===== src/hw/rtl/sirt_pkg.sv =====
// ----------------------------------------------------------------------------
// sirt_pkg
// shared types, codes and constants of the segmented indirect reference table
// ----------------------------------------------------------------------------
package sirt_pkg;

    localparam int CAPACITY_DEF = 4096;

    localparam int ACT_W    = 3;
    localparam int WORD_W   = 32;
    localparam int STATUS_W = 3;
    localparam int SERIAL_W = 12;
    localparam int KIND_W   = 2;
    localparam int LIMIT_W  = 13;
    localparam int HALF_W   = 16;
    localparam int CFG_IDX_W = 2;

    localparam int IN_W  = 104;
    localparam int OUT_W = 104;

    localparam logic [KIND_W-1:0]  KIND_RESET   = 2'd1;
    localparam logic [LIMIT_W-1:0] LIMIT_RESET  = 13'd4096;
    localparam logic [WORD_W-1:0]  MARKER_RESET = 32'hffff_ffff;

    localparam logic [ACT_W-1:0] ACT_ADD     = 3'd0;
    localparam logic [ACT_W-1:0] ACT_GET     = 3'd1;
    localparam logic [ACT_W-1:0] ACT_REMOVE  = 3'd2;
    localparam logic [ACT_W-1:0] ACT_SAVE    = 3'd3;
    localparam logic [ACT_W-1:0] ACT_RESTORE = 3'd4;

    localparam logic [STATUS_W-1:0] ST_OK      = 3'd0;
    localparam logic [STATUS_W-1:0] ST_NULL    = 3'd1;
    localparam logic [STATUS_W-1:0] ST_KIND    = 3'd2;
    localparam logic [STATUS_W-1:0] ST_STALE   = 3'd3;
    localparam logic [STATUS_W-1:0] ST_DELETED = 3'd4;

    localparam logic [CFG_IDX_W-1:0] REG_KIND   = 2'd0;
    localparam logic [CFG_IDX_W-1:0] REG_LIMIT  = 2'd1;
    localparam logic [CFG_IDX_W-1:0] REG_MARKER = 2'd2;

    typedef enum logic [2:0] {
        S_CLEAR,
        S_IDLE,
        S_SCAN,
        S_APPEND,
        S_GET,
        S_REMOVE,
        S_POP,
        S_RESTORE
    } t_state;

    typedef struct packed {
        logic [KIND_W-1:0]  kind;
        logic [LIMIT_W-1:0] limit;
        logic [WORD_W-1:0]  marker;
    } t_cfg;

endpackage


===== src/hw/rtl/sirt_ctrl.sv =====
// ----------------------------------------------------------------------------
// sirt_ctrl
// item sequencer: clearing pass, decode, slot read-modify-write, hole scan, pop, restore walk
// ----------------------------------------------------------------------------
module sirt_ctrl #(
    parameter int CAPACITY = sirt_pkg::CAPACITY_DEF,
    parameter int AW       = 12,
    parameter int TW       = 13
) (
    input  logic                          i_clk,
    input  logic                          i_rst_n,
    input  sirt_pkg::t_cfg                i_cfg,
    input  logic                          i_valid,
    output logic                          o_ready,
    input  logic [sirt_pkg::ACT_W-1:0]    i_action,
    input  logic [sirt_pkg::WORD_W-1:0]   i_cookie,
    input  logic [sirt_pkg::WORD_W-1:0]   i_obj_handle,
    input  logic [sirt_pkg::WORD_W-1:0]   i_ref_in,
    output logic                          o_valid,
    input  logic                          i_ready,
    output logic [sirt_pkg::WORD_W-1:0]   o_ref_out,
    output logic [sirt_pkg::WORD_W-1:0]   o_obj_out,
    output logic [sirt_pkg::STATUS_W-1:0] o_status,
    output logic                          o_success,
    output logic [sirt_pkg::WORD_W-1:0]   o_cookie_out,
    output logic [AW-1:0]                 o_rd_addr,
    input  logic [sirt_pkg::WORD_W-1:0]   i_rd_obj,
    input  logic [sirt_pkg::SERIAL_W-1:0] i_rd_ser,
    output logic [AW-1:0]                 o_wr_addr,
    output logic                          o_wr_obj_en,
    output logic [sirt_pkg::WORD_W-1:0]   o_wr_obj,
    output logic                          o_wr_ser_en,
    output logic [sirt_pkg::SERIAL_W-1:0] o_wr_ser
);
    import sirt_pkg::*;

    localparam logic [16:0] CAP17 = 17'(CAPACITY);

    t_state r_state, n_state;
    logic [TW-1:0]     r_top, n_top;
    logic [HALF_W-1:0] r_hole, n_hole;
    logic [TW-1:0]     r_ptr, n_ptr;
    logic [TW-1:0]     r_end, n_end;
    logic [WORD_W-1:0] r_cookie, r_obj, r_ref;

    logic                r_out_valid;
    logic [WORD_W-1:0]   r_out_ref, r_out_obj, r_out_cookie;
    logic [STATUS_W-1:0] r_out_status;
    logic                r_out_success;

    logic                fin;
    logic [WORD_W-1:0]   f_ref, f_obj, f_cookie;
    logic [STATUS_W-1:0] f_status;
    logic                f_success;

    logic              acc;
    logic [16:0]       top17, ptr17, in_bot17, in_idx17, r_bot17, new_top17;
    logic [HALF_W-1:0] in_idx;
    logic              full, add_scan, get_fail, rm_pre_ok, rm_ok, rm_at_top;
    logic              rd_zero, ptr_above_bot, ptr_last_clear, ptr_last_walk;
    logic [SERIAL_W-1:0] ser_next;
    logic [HALF_W-1:0] hole_dec;

    assign o_ready   = (r_state == S_IDLE) && (!r_out_valid || i_ready);
    assign acc       = i_valid && o_ready;

    assign top17     = 17'(r_top);
    assign ptr17     = 17'(r_ptr);
    assign in_idx    = i_ref_in[17:2];
    assign in_idx17  = 17'(in_idx);
    assign in_bot17  = 17'(i_cookie[15:0]);
    assign r_bot17   = 17'(r_cookie[15:0]);
    assign new_top17 = (in_bot17 < top17) ? in_bot17 : top17;

    assign full      = (top17 >= 17'(i_cfg.limit)) || (top17 >= CAP17);
    assign add_scan  = (r_hole > i_cookie[31:16]) && (top17 > in_bot17);
    assign get_fail  = (i_ref_in == '0) || (i_ref_in[1:0] != i_cfg.kind)
                       || (in_idx17 >= top17);
    assign rm_pre_ok = (i_ref_in[1:0] == i_cfg.kind) && (in_idx17 >= in_bot17)
                       && (in_idx17 < top17);
    assign rd_zero   = (i_rd_obj == '0);
    assign rm_ok     = (i_rd_ser == r_ref[31:20]) && !rd_zero;
    assign rm_at_top = (ptr17 + 17'd1) == top17;
    assign ptr_above_bot  = ptr17 > r_bot17;
    assign ptr_last_clear = ptr17 == (CAP17 - 17'd1);
    assign ptr_last_walk  = (ptr17 + 17'd1) == 17'(r_end);
    assign ser_next  = i_rd_ser + SERIAL_W'(1);
    assign hole_dec  = (r_hole != '0) ? (r_hole - HALF_W'(1)) : r_hole;

    // next state
    always_comb begin
        n_state = r_state;
        case (r_state)
            S_CLEAR: begin
                if (ptr_last_clear) n_state = S_IDLE;
            end
            S_IDLE: begin
                if (acc) begin
                    case (i_action)
                        ACT_ADD: begin
                            if (i_obj_handle == '0) n_state = S_IDLE;
                            else if (add_scan)      n_state = S_SCAN;
                            else if (full)          n_state = S_IDLE;
                            else                    n_state = S_APPEND;
                        end
                        ACT_GET:     n_state = get_fail ? S_IDLE : S_GET;
                        ACT_REMOVE:  n_state = rm_pre_ok ? S_REMOVE : S_IDLE;
                        ACT_RESTORE: n_state = (new_top17 < top17) ? S_RESTORE : S_IDLE;
                        default:     n_state = S_IDLE;
                    endcase
                end
            end
            S_SCAN: begin
                if (rd_zero)            n_state = S_IDLE;
                else if (ptr_above_bot) n_state = S_SCAN;
                else if (full)          n_state = S_IDLE;
                else                    n_state = S_APPEND;
            end
            S_APPEND: n_state = S_IDLE;
            S_GET:    n_state = S_IDLE;
            S_REMOVE: begin
                if (rm_ok && rm_at_top && ptr_above_bot) n_state = S_POP;
                else                                     n_state = S_IDLE;
            end
            S_POP: begin
                if (rd_zero && ptr_above_bot) n_state = S_POP;
                else                          n_state = S_IDLE;
            end
            S_RESTORE: begin
                if (ptr_last_walk) n_state = S_IDLE;
            end
            default: n_state = S_IDLE;
        endcase
    end

    // datapath, memory access and results
    always_comb begin
        n_top = r_top;
        n_hole = r_hole;
        n_ptr = r_ptr;
        n_end = r_end;
        o_rd_addr = r_ptr[AW-1:0];
        o_wr_addr = r_ptr[AW-1:0];
        o_wr_obj_en = 1'b0;
        o_wr_obj = '0;
        o_wr_ser_en = 1'b0;
        o_wr_ser = '0;
        fin = 1'b0;
        f_ref = '0;
        f_obj = '0;
        f_status = ST_OK;
        f_success = 1'b0;
        f_cookie = '0;
        case (r_state)
            S_CLEAR: begin
                o_wr_obj_en = 1'b1;
                o_wr_ser_en = 1'b1;
                n_ptr = r_ptr + TW'(1);
            end
            S_IDLE: begin
                if (acc) begin
                    case (i_action)
                        ACT_ADD: begin
                            if (i_obj_handle == '0) begin
                                fin = 1'b1;
                            end else if (add_scan) begin
                                n_ptr = r_top - TW'(1);
                            end else if (full) begin
                                fin = 1'b1;
                            end else begin
                                n_ptr = r_top;
                            end
                            o_rd_addr = n_ptr[AW-1:0];
                        end
                        ACT_GET: begin
                            n_ptr = in_idx17[TW-1:0];
                            o_rd_addr = n_ptr[AW-1:0];
                            if (get_fail) begin
                                fin = 1'b1;
                                if (i_ref_in == '0)                  f_status = ST_NULL;
                                else if (i_ref_in[1:0] != i_cfg.kind) f_status = ST_KIND;
                                else                                 f_status = ST_STALE;
                            end
                        end
                        ACT_REMOVE: begin
                            n_ptr = in_idx17[TW-1:0];
                            o_rd_addr = n_ptr[AW-1:0];
                            if (!rm_pre_ok) fin = 1'b1;
                        end
                        ACT_SAVE: begin
                            fin = 1'b1;
                            f_cookie = {r_hole, top17[15:0]};
                        end
                        ACT_RESTORE: begin
                            fin = 1'b1;
                            n_hole = i_cookie[31:16];
                            n_ptr = new_top17[TW-1:0];
                            n_top = new_top17[TW-1:0];
                            n_end = r_top;
                        end
                        default: fin = 1'b1;
                    endcase
                end
            end
            S_SCAN: begin
                if (rd_zero) begin
                    o_wr_obj_en = 1'b1;
                    o_wr_obj = r_obj;
                    o_wr_ser_en = 1'b1;
                    o_wr_ser = ser_next;
                    n_hole = r_hole - HALF_W'(1);
                    fin = 1'b1;
                    f_ref = {ser_next, 2'b00, ptr17[15:0], i_cfg.kind};
                    f_success = (f_ref != '0);
                end else if (ptr_above_bot) begin
                    n_ptr = r_ptr - TW'(1);
                end else if (full) begin
                    fin = 1'b1;
                end else begin
                    n_ptr = r_top;
                end
                o_rd_addr = n_ptr[AW-1:0];
            end
            S_APPEND: begin
                o_wr_obj_en = 1'b1;
                o_wr_obj = r_obj;
                o_wr_ser_en = 1'b1;
                o_wr_ser = ser_next;
                n_top = r_top + TW'(1);
                fin = 1'b1;
                f_ref = {ser_next, 2'b00, ptr17[15:0], i_cfg.kind};
                f_success = (f_ref != '0);
            end
            S_GET: begin
                fin = 1'b1;
                if (rd_zero)                          f_status = ST_DELETED;
                else if (i_rd_ser != r_ref[31:20])    f_status = ST_STALE;
                else if (i_rd_obj == i_cfg.marker)    f_status = ST_NULL;
                else                                  f_obj = i_rd_obj;
            end
            S_REMOVE: begin
                fin = 1'b1;
                if (rm_ok) begin
                    f_success = 1'b1;
                    o_wr_obj_en = 1'b1;
                    if (rm_at_top) begin
                        n_top = r_ptr;
                        n_hole = hole_dec;
                        n_ptr = r_ptr - TW'(1);
                    end else if (r_hole != {HALF_W{1'b1}}) begin
                        n_hole = r_hole + HALF_W'(1);
                    end
                end
                o_rd_addr = n_ptr[AW-1:0];
            end
            S_POP: begin
                if (rd_zero) begin
                    n_top = r_ptr;
                    n_hole = hole_dec;
                    if (ptr_above_bot) n_ptr = r_ptr - TW'(1);
                end
                o_rd_addr = n_ptr[AW-1:0];
            end
            S_RESTORE: begin
                o_wr_obj_en = 1'b1;
                n_ptr = r_ptr + TW'(1);
            end
            default: begin
            end
        endcase
    end

    always_ff @(posedge i_clk) begin
        if (!i_rst_n) begin
            r_state <= S_CLEAR;
            r_top <= '0;
            r_hole <= '0;
            r_ptr <= '0;
            r_end <= '0;
        end else begin
            r_state <= n_state;
            r_top <= n_top;
            r_hole <= n_hole;
            r_ptr <= n_ptr;
            r_end <= n_end;
        end
    end

    always_ff @(posedge i_clk) begin
        if (acc) begin
            r_cookie <= i_cookie;
            r_obj <= i_obj_handle;
            r_ref <= i_ref_in;
        end
    end

    always_ff @(posedge i_clk) begin
        if (!i_rst_n) begin
            r_out_valid <= 1'b0;
        end else if (fin) begin
            r_out_valid <= 1'b1;
        end else if (i_ready) begin
            r_out_valid <= 1'b0;
        end
    end

    always_ff @(posedge i_clk) begin
        if (fin) begin
            r_out_ref <= f_ref;
            r_out_obj <= f_obj;
            r_out_status <= f_status;
            r_out_success <= f_success;
            r_out_cookie <= f_cookie;
        end
    end

    assign o_valid      = r_out_valid;
    assign o_ref_out    = r_out_ref;
    assign o_obj_out    = r_out_obj;
    assign o_status     = r_out_status;
    assign o_success    = r_out_success;
    assign o_cookie_out = r_out_cookie;

    a_top_in_range: assert property (@(posedge i_clk) disable iff (!i_rst_n)
        top17 <= CAP17)
        else $error("top index beyond capacity");

    a_item_progress: assert property (@(posedge i_clk) disable iff (!i_rst_n)
        acc |=> (r_out_valid || r_state != S_IDLE))
        else $error("accepted item neither answered nor in progress");

    a_scan_below_top: assert property (@(posedge i_clk) disable iff (!i_rst_n)
        (r_state == S_SCAN || r_state == S_POP) |-> (ptr17 < top17 || r_state == S_POP))
        else $error("hole scan pointer at or above top");

    a_no_result_clear: assert property (@(posedge i_clk) disable iff (!i_rst_n)
        (r_state == S_CLEAR) |-> !r_out_valid)
        else $error("result during clearing pass");

endmodule


===== config.mk =====
export PLATFORM = sky130hd
export DESIGN_NAME = sirt_ctrl
export DESIGN_NICKNAME = d
export VERILOG_FILES = /design/src/hw/rtl/sirt_pkg.sv /design/src/hw/rtl/sirt_ctrl.sv
export SDC_FILE = /design/constraint.sdc
export NUM_CORES = 1
export LEC_CHECK = 0
export ABC_AREA = 1
export BUFFER_PORTS_ARGS = -buffer_cell sky130_fd_sc_hd__buf_2
export CAP_MARGIN = 15
export CORE_MARGIN = 2
export CORE_UTILIZATION = 45
export CTS_CLUSTER_DIAMETER = 50
export DETAILED_ROUTE_END_ITERATION = 16
export PLACE_DENSITY = 0.71
export SYNTH_ARGS = -nofsm -noshare
export SYNTH_HDL_FRONTEND = slang
export SYNTH_SLANG_ARGS = --single-unit

===== constraint.sdc =====
create_clock -name i_clk -period 6.8 [get_ports i_clk]
set_clock_uncertainty 0.2 [all_clocks]
set_input_delay 2.04 -clock i_clk [delete_from_list [all_inputs] [get_ports i_clk]]
set_output_delay 2.04 -clock i_clk [all_outputs]
set_load 0.02 [all_outputs]

Word-level counts from Yosys, hierarchy flattened
Cells that the tools add are included.

operators by class
  add/sub/neg operators = 8
  $lt $le $gt $ge = 10
  equality and inequality tests = 33
  muxes and demuxes = 79
  bitwise logic cells = 1
  reductions and logical operators = 41

operators with widths
  kind                     count
  $mux W13                 15
  $mux W16                 9
  $pmux W32 S2             2
  $logic_not A32 Y1        3
  $pmux W13 S5             1
  $mux W32                 2
  $pmux W16 S4             1
  $pmux W13 S4             1
  $lt A16 B13 Y1           3
  $pmux W12 S2             2
  $pmux W12 S4             1
  $pmux W13 S3             1
  $eq A32 B32 Y1           1
  $gt A13 B16 Y1           2
  $reduce_bool A30 Y1      1
  $mux W3                  9
  $add A13 B1 Y13 const B  2
  $sub A13 B1 Y13 const B  2
  $mux W12                 2
  $pmux W3 S7              1
  $mux W2                  10
  $ne A2 B2 Y1 const B     9
  $eq A17 B13 Y1           1
  $add A16 B1 Y16 const B  1
  43 further kinds         90

storage, ports and cells
  flip-flop bits (word level) = 239
  output and inout bits = 172
  logic and storage cells = 188

Logic depth before layout (Yosys ltp)
  depth after elaboration = 9
  gate-level depth with buffers = 30
  gate-level depth less buffers = 28

Worst setup path before layout
Ideal clock, no wire load.

  path type = input-to-reg
  start point = input port i_cookie[11] (netlist bit)
  end point = register r_out_cookie[0] (netlist: o_cookie_out[0]) (enable)
  arrival time = 5,959 ps
  required time = 5,493 ps
  slack = -466 ps
  stages on the path = 17
  path buffers = 1
  cell sequence = inv_1 > ha_1 > nand2_1 > inv_1 > nand3_1 > nor2_1 > nand2_1 > nand2_1 > nand2_1 > nand3b_1 > nor2_1 > clkbuf_1 > nor2_1 > nand2_1 > nand3_1 > nand2_1 > nand3_1

between the ends
  word-level cells in the longest chain between the ends = 7
  elaborated cells on any way between the ends = 11
  classes of those cells = 2 x order compare; 6 x mux; 3 x reduce/logical

ends and longest elaborated chain
  element                                           line                                text
  start: declaration                                sirt_ctrl.sv:16                     input logic [sirt_pkg::WORD_W-1:0] i_cookie,
  $gt A13 B16 Y1 or $ge A16 B16 Y1 (tied branches)  sirt_ctrl.sv:76, sirt_ctrl.sv:79
  $logic_and A1 B1 Y1, on equally long branches     sirt_ctrl.sv:76, sirt_ctrl.sv:79
  $mux W1 or $logic_and A1 B1 Y1 (tied branches)    sirt_ctrl.sv:166, sirt_ctrl.sv:80
  $mux W1, on equally long branches                 sirt_ctrl.sv:164, sirt_ctrl.sv:188
  $pmux W1 S3 *                                     sirt_ctrl.sv:162                    case (i_action)
  $mux W1 *                                         sirt_ctrl.sv:161                    if (acc) begin
  $pmux W1 S3 *                                     sirt_ctrl.sv:154                    case (r_state)
  named net fin                                     sirt_ctrl.sv:51                     logic fin;
  end signal: assignment                            sirt_ctrl.sv:313                    r_out_cookie <= f_cookie;
  end: declaration                                  sirt_ctrl.sv:47                     logic [WORD_W-1:0] r_out_ref, r_out_obj, r_out_cookie;

Mark *: on every way through the listed nets, which the timed path passes. The rest lies on a longest branch.
A chain may end at the register's enable or synchronous reset.

Worst setup path after layout
  start point = input port i_cookie[11] (netlist bit)
  end point = output port o_rd_addr[1]

between the ends
  word-level cells in the longest chain between the ends = 7

ends and longest elaborated chain
  element              line              text
  $gt A13 B16 Y1       sirt_ctrl.sv:76   assign add_scan = (r_hole > i_cookie[31:16]) && (top17 > in_bot17);
  $logic_and A1 B1 Y1  sirt_ctrl.sv:76
  $mux W13             sirt_ctrl.sv:166  end else if (add_scan) begin
  $mux W13             sirt_ctrl.sv:164  if (i_obj_handle == '0) begin
  $pmux W12 S2         sirt_ctrl.sv:162
  $mux W12             sirt_ctrl.sv:161
  $pmux W12 S4         sirt_ctrl.sv:154
  end: declaration     sirt_ctrl.sv:26   output logic [AW-1:0] o_rd_addr,

Every way passes these cells. The select of a mux whose other input is x is not followed.

==> flow_summary.toml <==
[floorplan]
floorplan.initialDensity_pct = 45.5
floorplan.rows = 70
design.core.area_um2 = 36400
dieHeight_um = 196
area_of_the_die_um2 = 38400
die_width_um = 196
floorplan.io_pins = 366

[yosys]
synth_area_leaders = "edfxtp_1 (28%), nand2_1 (12%), ha_1 (7.9%), dfxtp_1 (7.1%), inv_1 (6.6%)"
synthesis.area_per_instance_um2 = 7.18
yosys_top_cell_by_area = "edfxtp_1"
netlist_instances = 2307
top_cell_types_by_occurrence_after_synthesis = "nand2_1 (518), inv_1 (290), nor2_1 (276)"
dominantRegCellSynth = "edfxtp_1"
synth.yosys.seq_area_share_pct = 34.7
postSynthRegisterBits = 211
synth.most_common_cell = "nand2_1"
distinct_cell_type_count_after_synthesis = 55
synth_top_area_share_pct = 27.5
ys.warnings.count = 0
post_synth_instance_area_um2 = 16600
synth-edff-count = 152
async_flop_share_pct = 0

[timing]
post-route-period-util_pct = 97.8
setup-tns-final_ps = 0
relative_max_transition_margin_pct = 17.8
fmax_mhz = 150
rsz0062_at_grt = "yes"
endpoints_failing_hold = 0
min_period_ps = 6650
finalMaxSlewViolations = 0
worst_slew_pin_slew_ps = 1230
final-setup-viol-count = 0

[critical_path]
timing.critical_path.max_delay_family = "simple AND/OR/NAND/NOR gates"
cell_mode_on_critical_path = "nand2_1"
timing.critical_path.required_ps = 4560
crit_slowest_cell = "ha_1"
critical_path.max_fanout = 12
worstSetupEndpointType = "output pin"
critical_path_buf_inv_count = 5
slowest_delay_ps = 320
critical_path.startpoint_type = "input port"
cp.depth = 19
setup.worst_path.class = "input port to output pin"
rr_worst_depth = 13
cp.arrival_ps = 4410
series_of_cell_instances_along_the_critical_path = "buf_2, inv_1, ha_1, nand2_1, inv_1, nand3_1, nor2_2, nand2_1, nand2_1, nand2_2, nand3b_1, nor2_2, buf_6, nand2_1, nand4_1, nand3_1, nand2_1, nand4_1, buf_6"

[clock_tree]
cts-hold-fix-buffers = 0
cts.clk_slew.worst_paths_ps = 60
clk-insertion-delay-late_ps = 580
tritoncts.num_buffers = 29
h_tree_level_count = 1
cts_max_path_buffers = 3
ctsRootBufferMaster = "clkbuf_16"
number_of_sinks_handled_by_clock_tree_synthesis = 211
clock_tree_from_tritoncts = "yes"

[drt]
route.vias.total = 17800
drc = 0
avgRoutedWirePerCell_um = 21.4
drt_wl_total_um = 67300
drtIter0Drc = 1609
routed_via_density = 5.67
postRouteAntennaNets = 0
number_of_iterations_in_the_first_detailed_routing_pass = 7

[flow_run]
cap_viol_max_count = 0

[pwr]
leakage_power_figure_nw = 9.31
power.density_cell_area_nw_per_um2 = 164
power.total_mw = 3.27
vdd_ir_drop_max_v = 0.000197

[global_routing]
grt_antenna_before_repair = 2
global_route.overflow_total = 0
grt_util_all_layers_pct = 33.8
via_count_of_the_first_global_routing_pass = 16800
first_pass_grt_wire_length_um = 98500
grt_max_degree = 64

[layout]
nets = 2945
drive_above_1_share_pct = 21.2
final_area_um2 = 19900
synthToLayoutAreaGrowth_pct = 20.4

[run_status]
run_status = "finished clean"

[place]
buffer_ports.inserted = 357
place_congestion = 1.01
detailed_place_hpwl_um = 52100
placedInstanceArea_um2 = 18900

[worst_hold_path]
timing.hold.worst_path_depth = 2
timing.hold.worst.class = "register to register"
## through the flow
stage | util [%] | setup WS (ps) | hold WS, ps | cells
4_1_cts | 54.6 | 147 | 344 | 3136
5_1_grt | 54.7 | -30.9 | 382 | 3138
3_5_place_dp | 51.9 | 20.0 | 336 | 3082
3_3_place_gp | 51.9 | 35.3 | 317 | 3082
2_1_floorplan | - | 412 | 276 | 2314
6_report | 54.7 | 153 | 345 | 3138
## tightest hold or removal path: cells and delay by family, from the launching register on
kind	cells	cell delay, ps
flip-flops	1	350
AND/OR/NAND/NOR	1	80
AO/OA/AOI/OAI	1	60
## report_power, final
group / switching, mW / internal (mW)
clock: 0.634 / 0.906
combinational: 0.229 / 0.127
sequential: 0.00391 / 1.37
total: 0.868 / 2.40
## final timing paths
check | start | slack (ps) | end
setup / recovery | i_cookie[11] | 150 | o_rd_addr[1]
hold / removal | r_hole[15] | 350 | r_hole[15]
setup reg to reg | r_top[11] | 2150 | o_ref_out[25]
hold reg to reg | r_hole[15] | 350 | r_hole[15]
## flip-flops by register name, indices dropped and copies added, names as in the netlist
register / flops
r_cookie: 16
r_end: 13
o_ref_out: 27
o_status: 3
o_cookie_out: 29
r_state: 3
r_hole: 16
r_ptr: 13
r_obj: 32
o_success: 1
r_top: 13
o_obj_out: 32
o_valid: 1
r_ref: 12
## cell usage in the layout (no fill, tap or decap), types with 7 or more instances in the layout
master     count
nor3_1        42
a21oi_1      118
nand2_2       15
nand3b_1       9
dfxtp_1       59
o211ai_1      24
or2_2         19
ha_1         105
nand3_1      113
nor4_1        31
o21ai_1       19
inv_1        290
nor2_1       271
nand2_1      517
buf_2        354
inv_2         17
o21ai_0      108
clkinv_2       7
edfxtp_1     152
clkinv_1       7
xnor2_1       35
nor2_4         8
conb_1         8
nor2_2         9
nand4_1       83
clkbuf_16     29
xor2_1        66
buf_4         61
## layout make-up
class                           instances  area, um^2
Fill cell                            3552       16500
Sequential cell                       211        5750
Antenna cell                            1        2.50
Inverter                              314        1180
Multi-Input combinational cell       1667        9100
Tap cell                              468         586
Clock inverter                         20         200
Clock buffer                           34         774
Timing Repair Buffer                  423        2360
## repair_timing
| item | in CTS | in global routing |
|---|---|---|
| endpoints found under the setup margin | 2 | 10 |
| pin swaps | 0 | 3 |
| buffers inserted | 0 | 1 |
| resized for setup | 1 | 14 |
| gates cloned | 0 | 0 |
## logic make-up after synthesis
| family | after synthesis | share of synthesized area, % |
|---|---|---|
| and+or+nand+nor | 1148 | 30.9 |
| buffers and inverters | 436 | 10.9 |
| AOI/OAI and AO/OA | 304 | 10.1 |
| DFF | 211 | 34.7 |
| adders and majority gates | 105 | 7.93 |
| xor gates and xnor gates | 102 | 5.44 |
| other | 1 | 0.0226 |
## routing by layer
layer | global-route usage [%] | part of all wire [%] | up-vias
met5 | 0 | 0.016 | -
met4 | 16.7 | 5.5 | 2
met3 | 5.86 | 9.4 | 211
met2 | 56.2 | 46 | 1036
met1 | 42.6 | 39 | 8260
li1 | - | - | 8284
(Power assumes the default switching activity.)
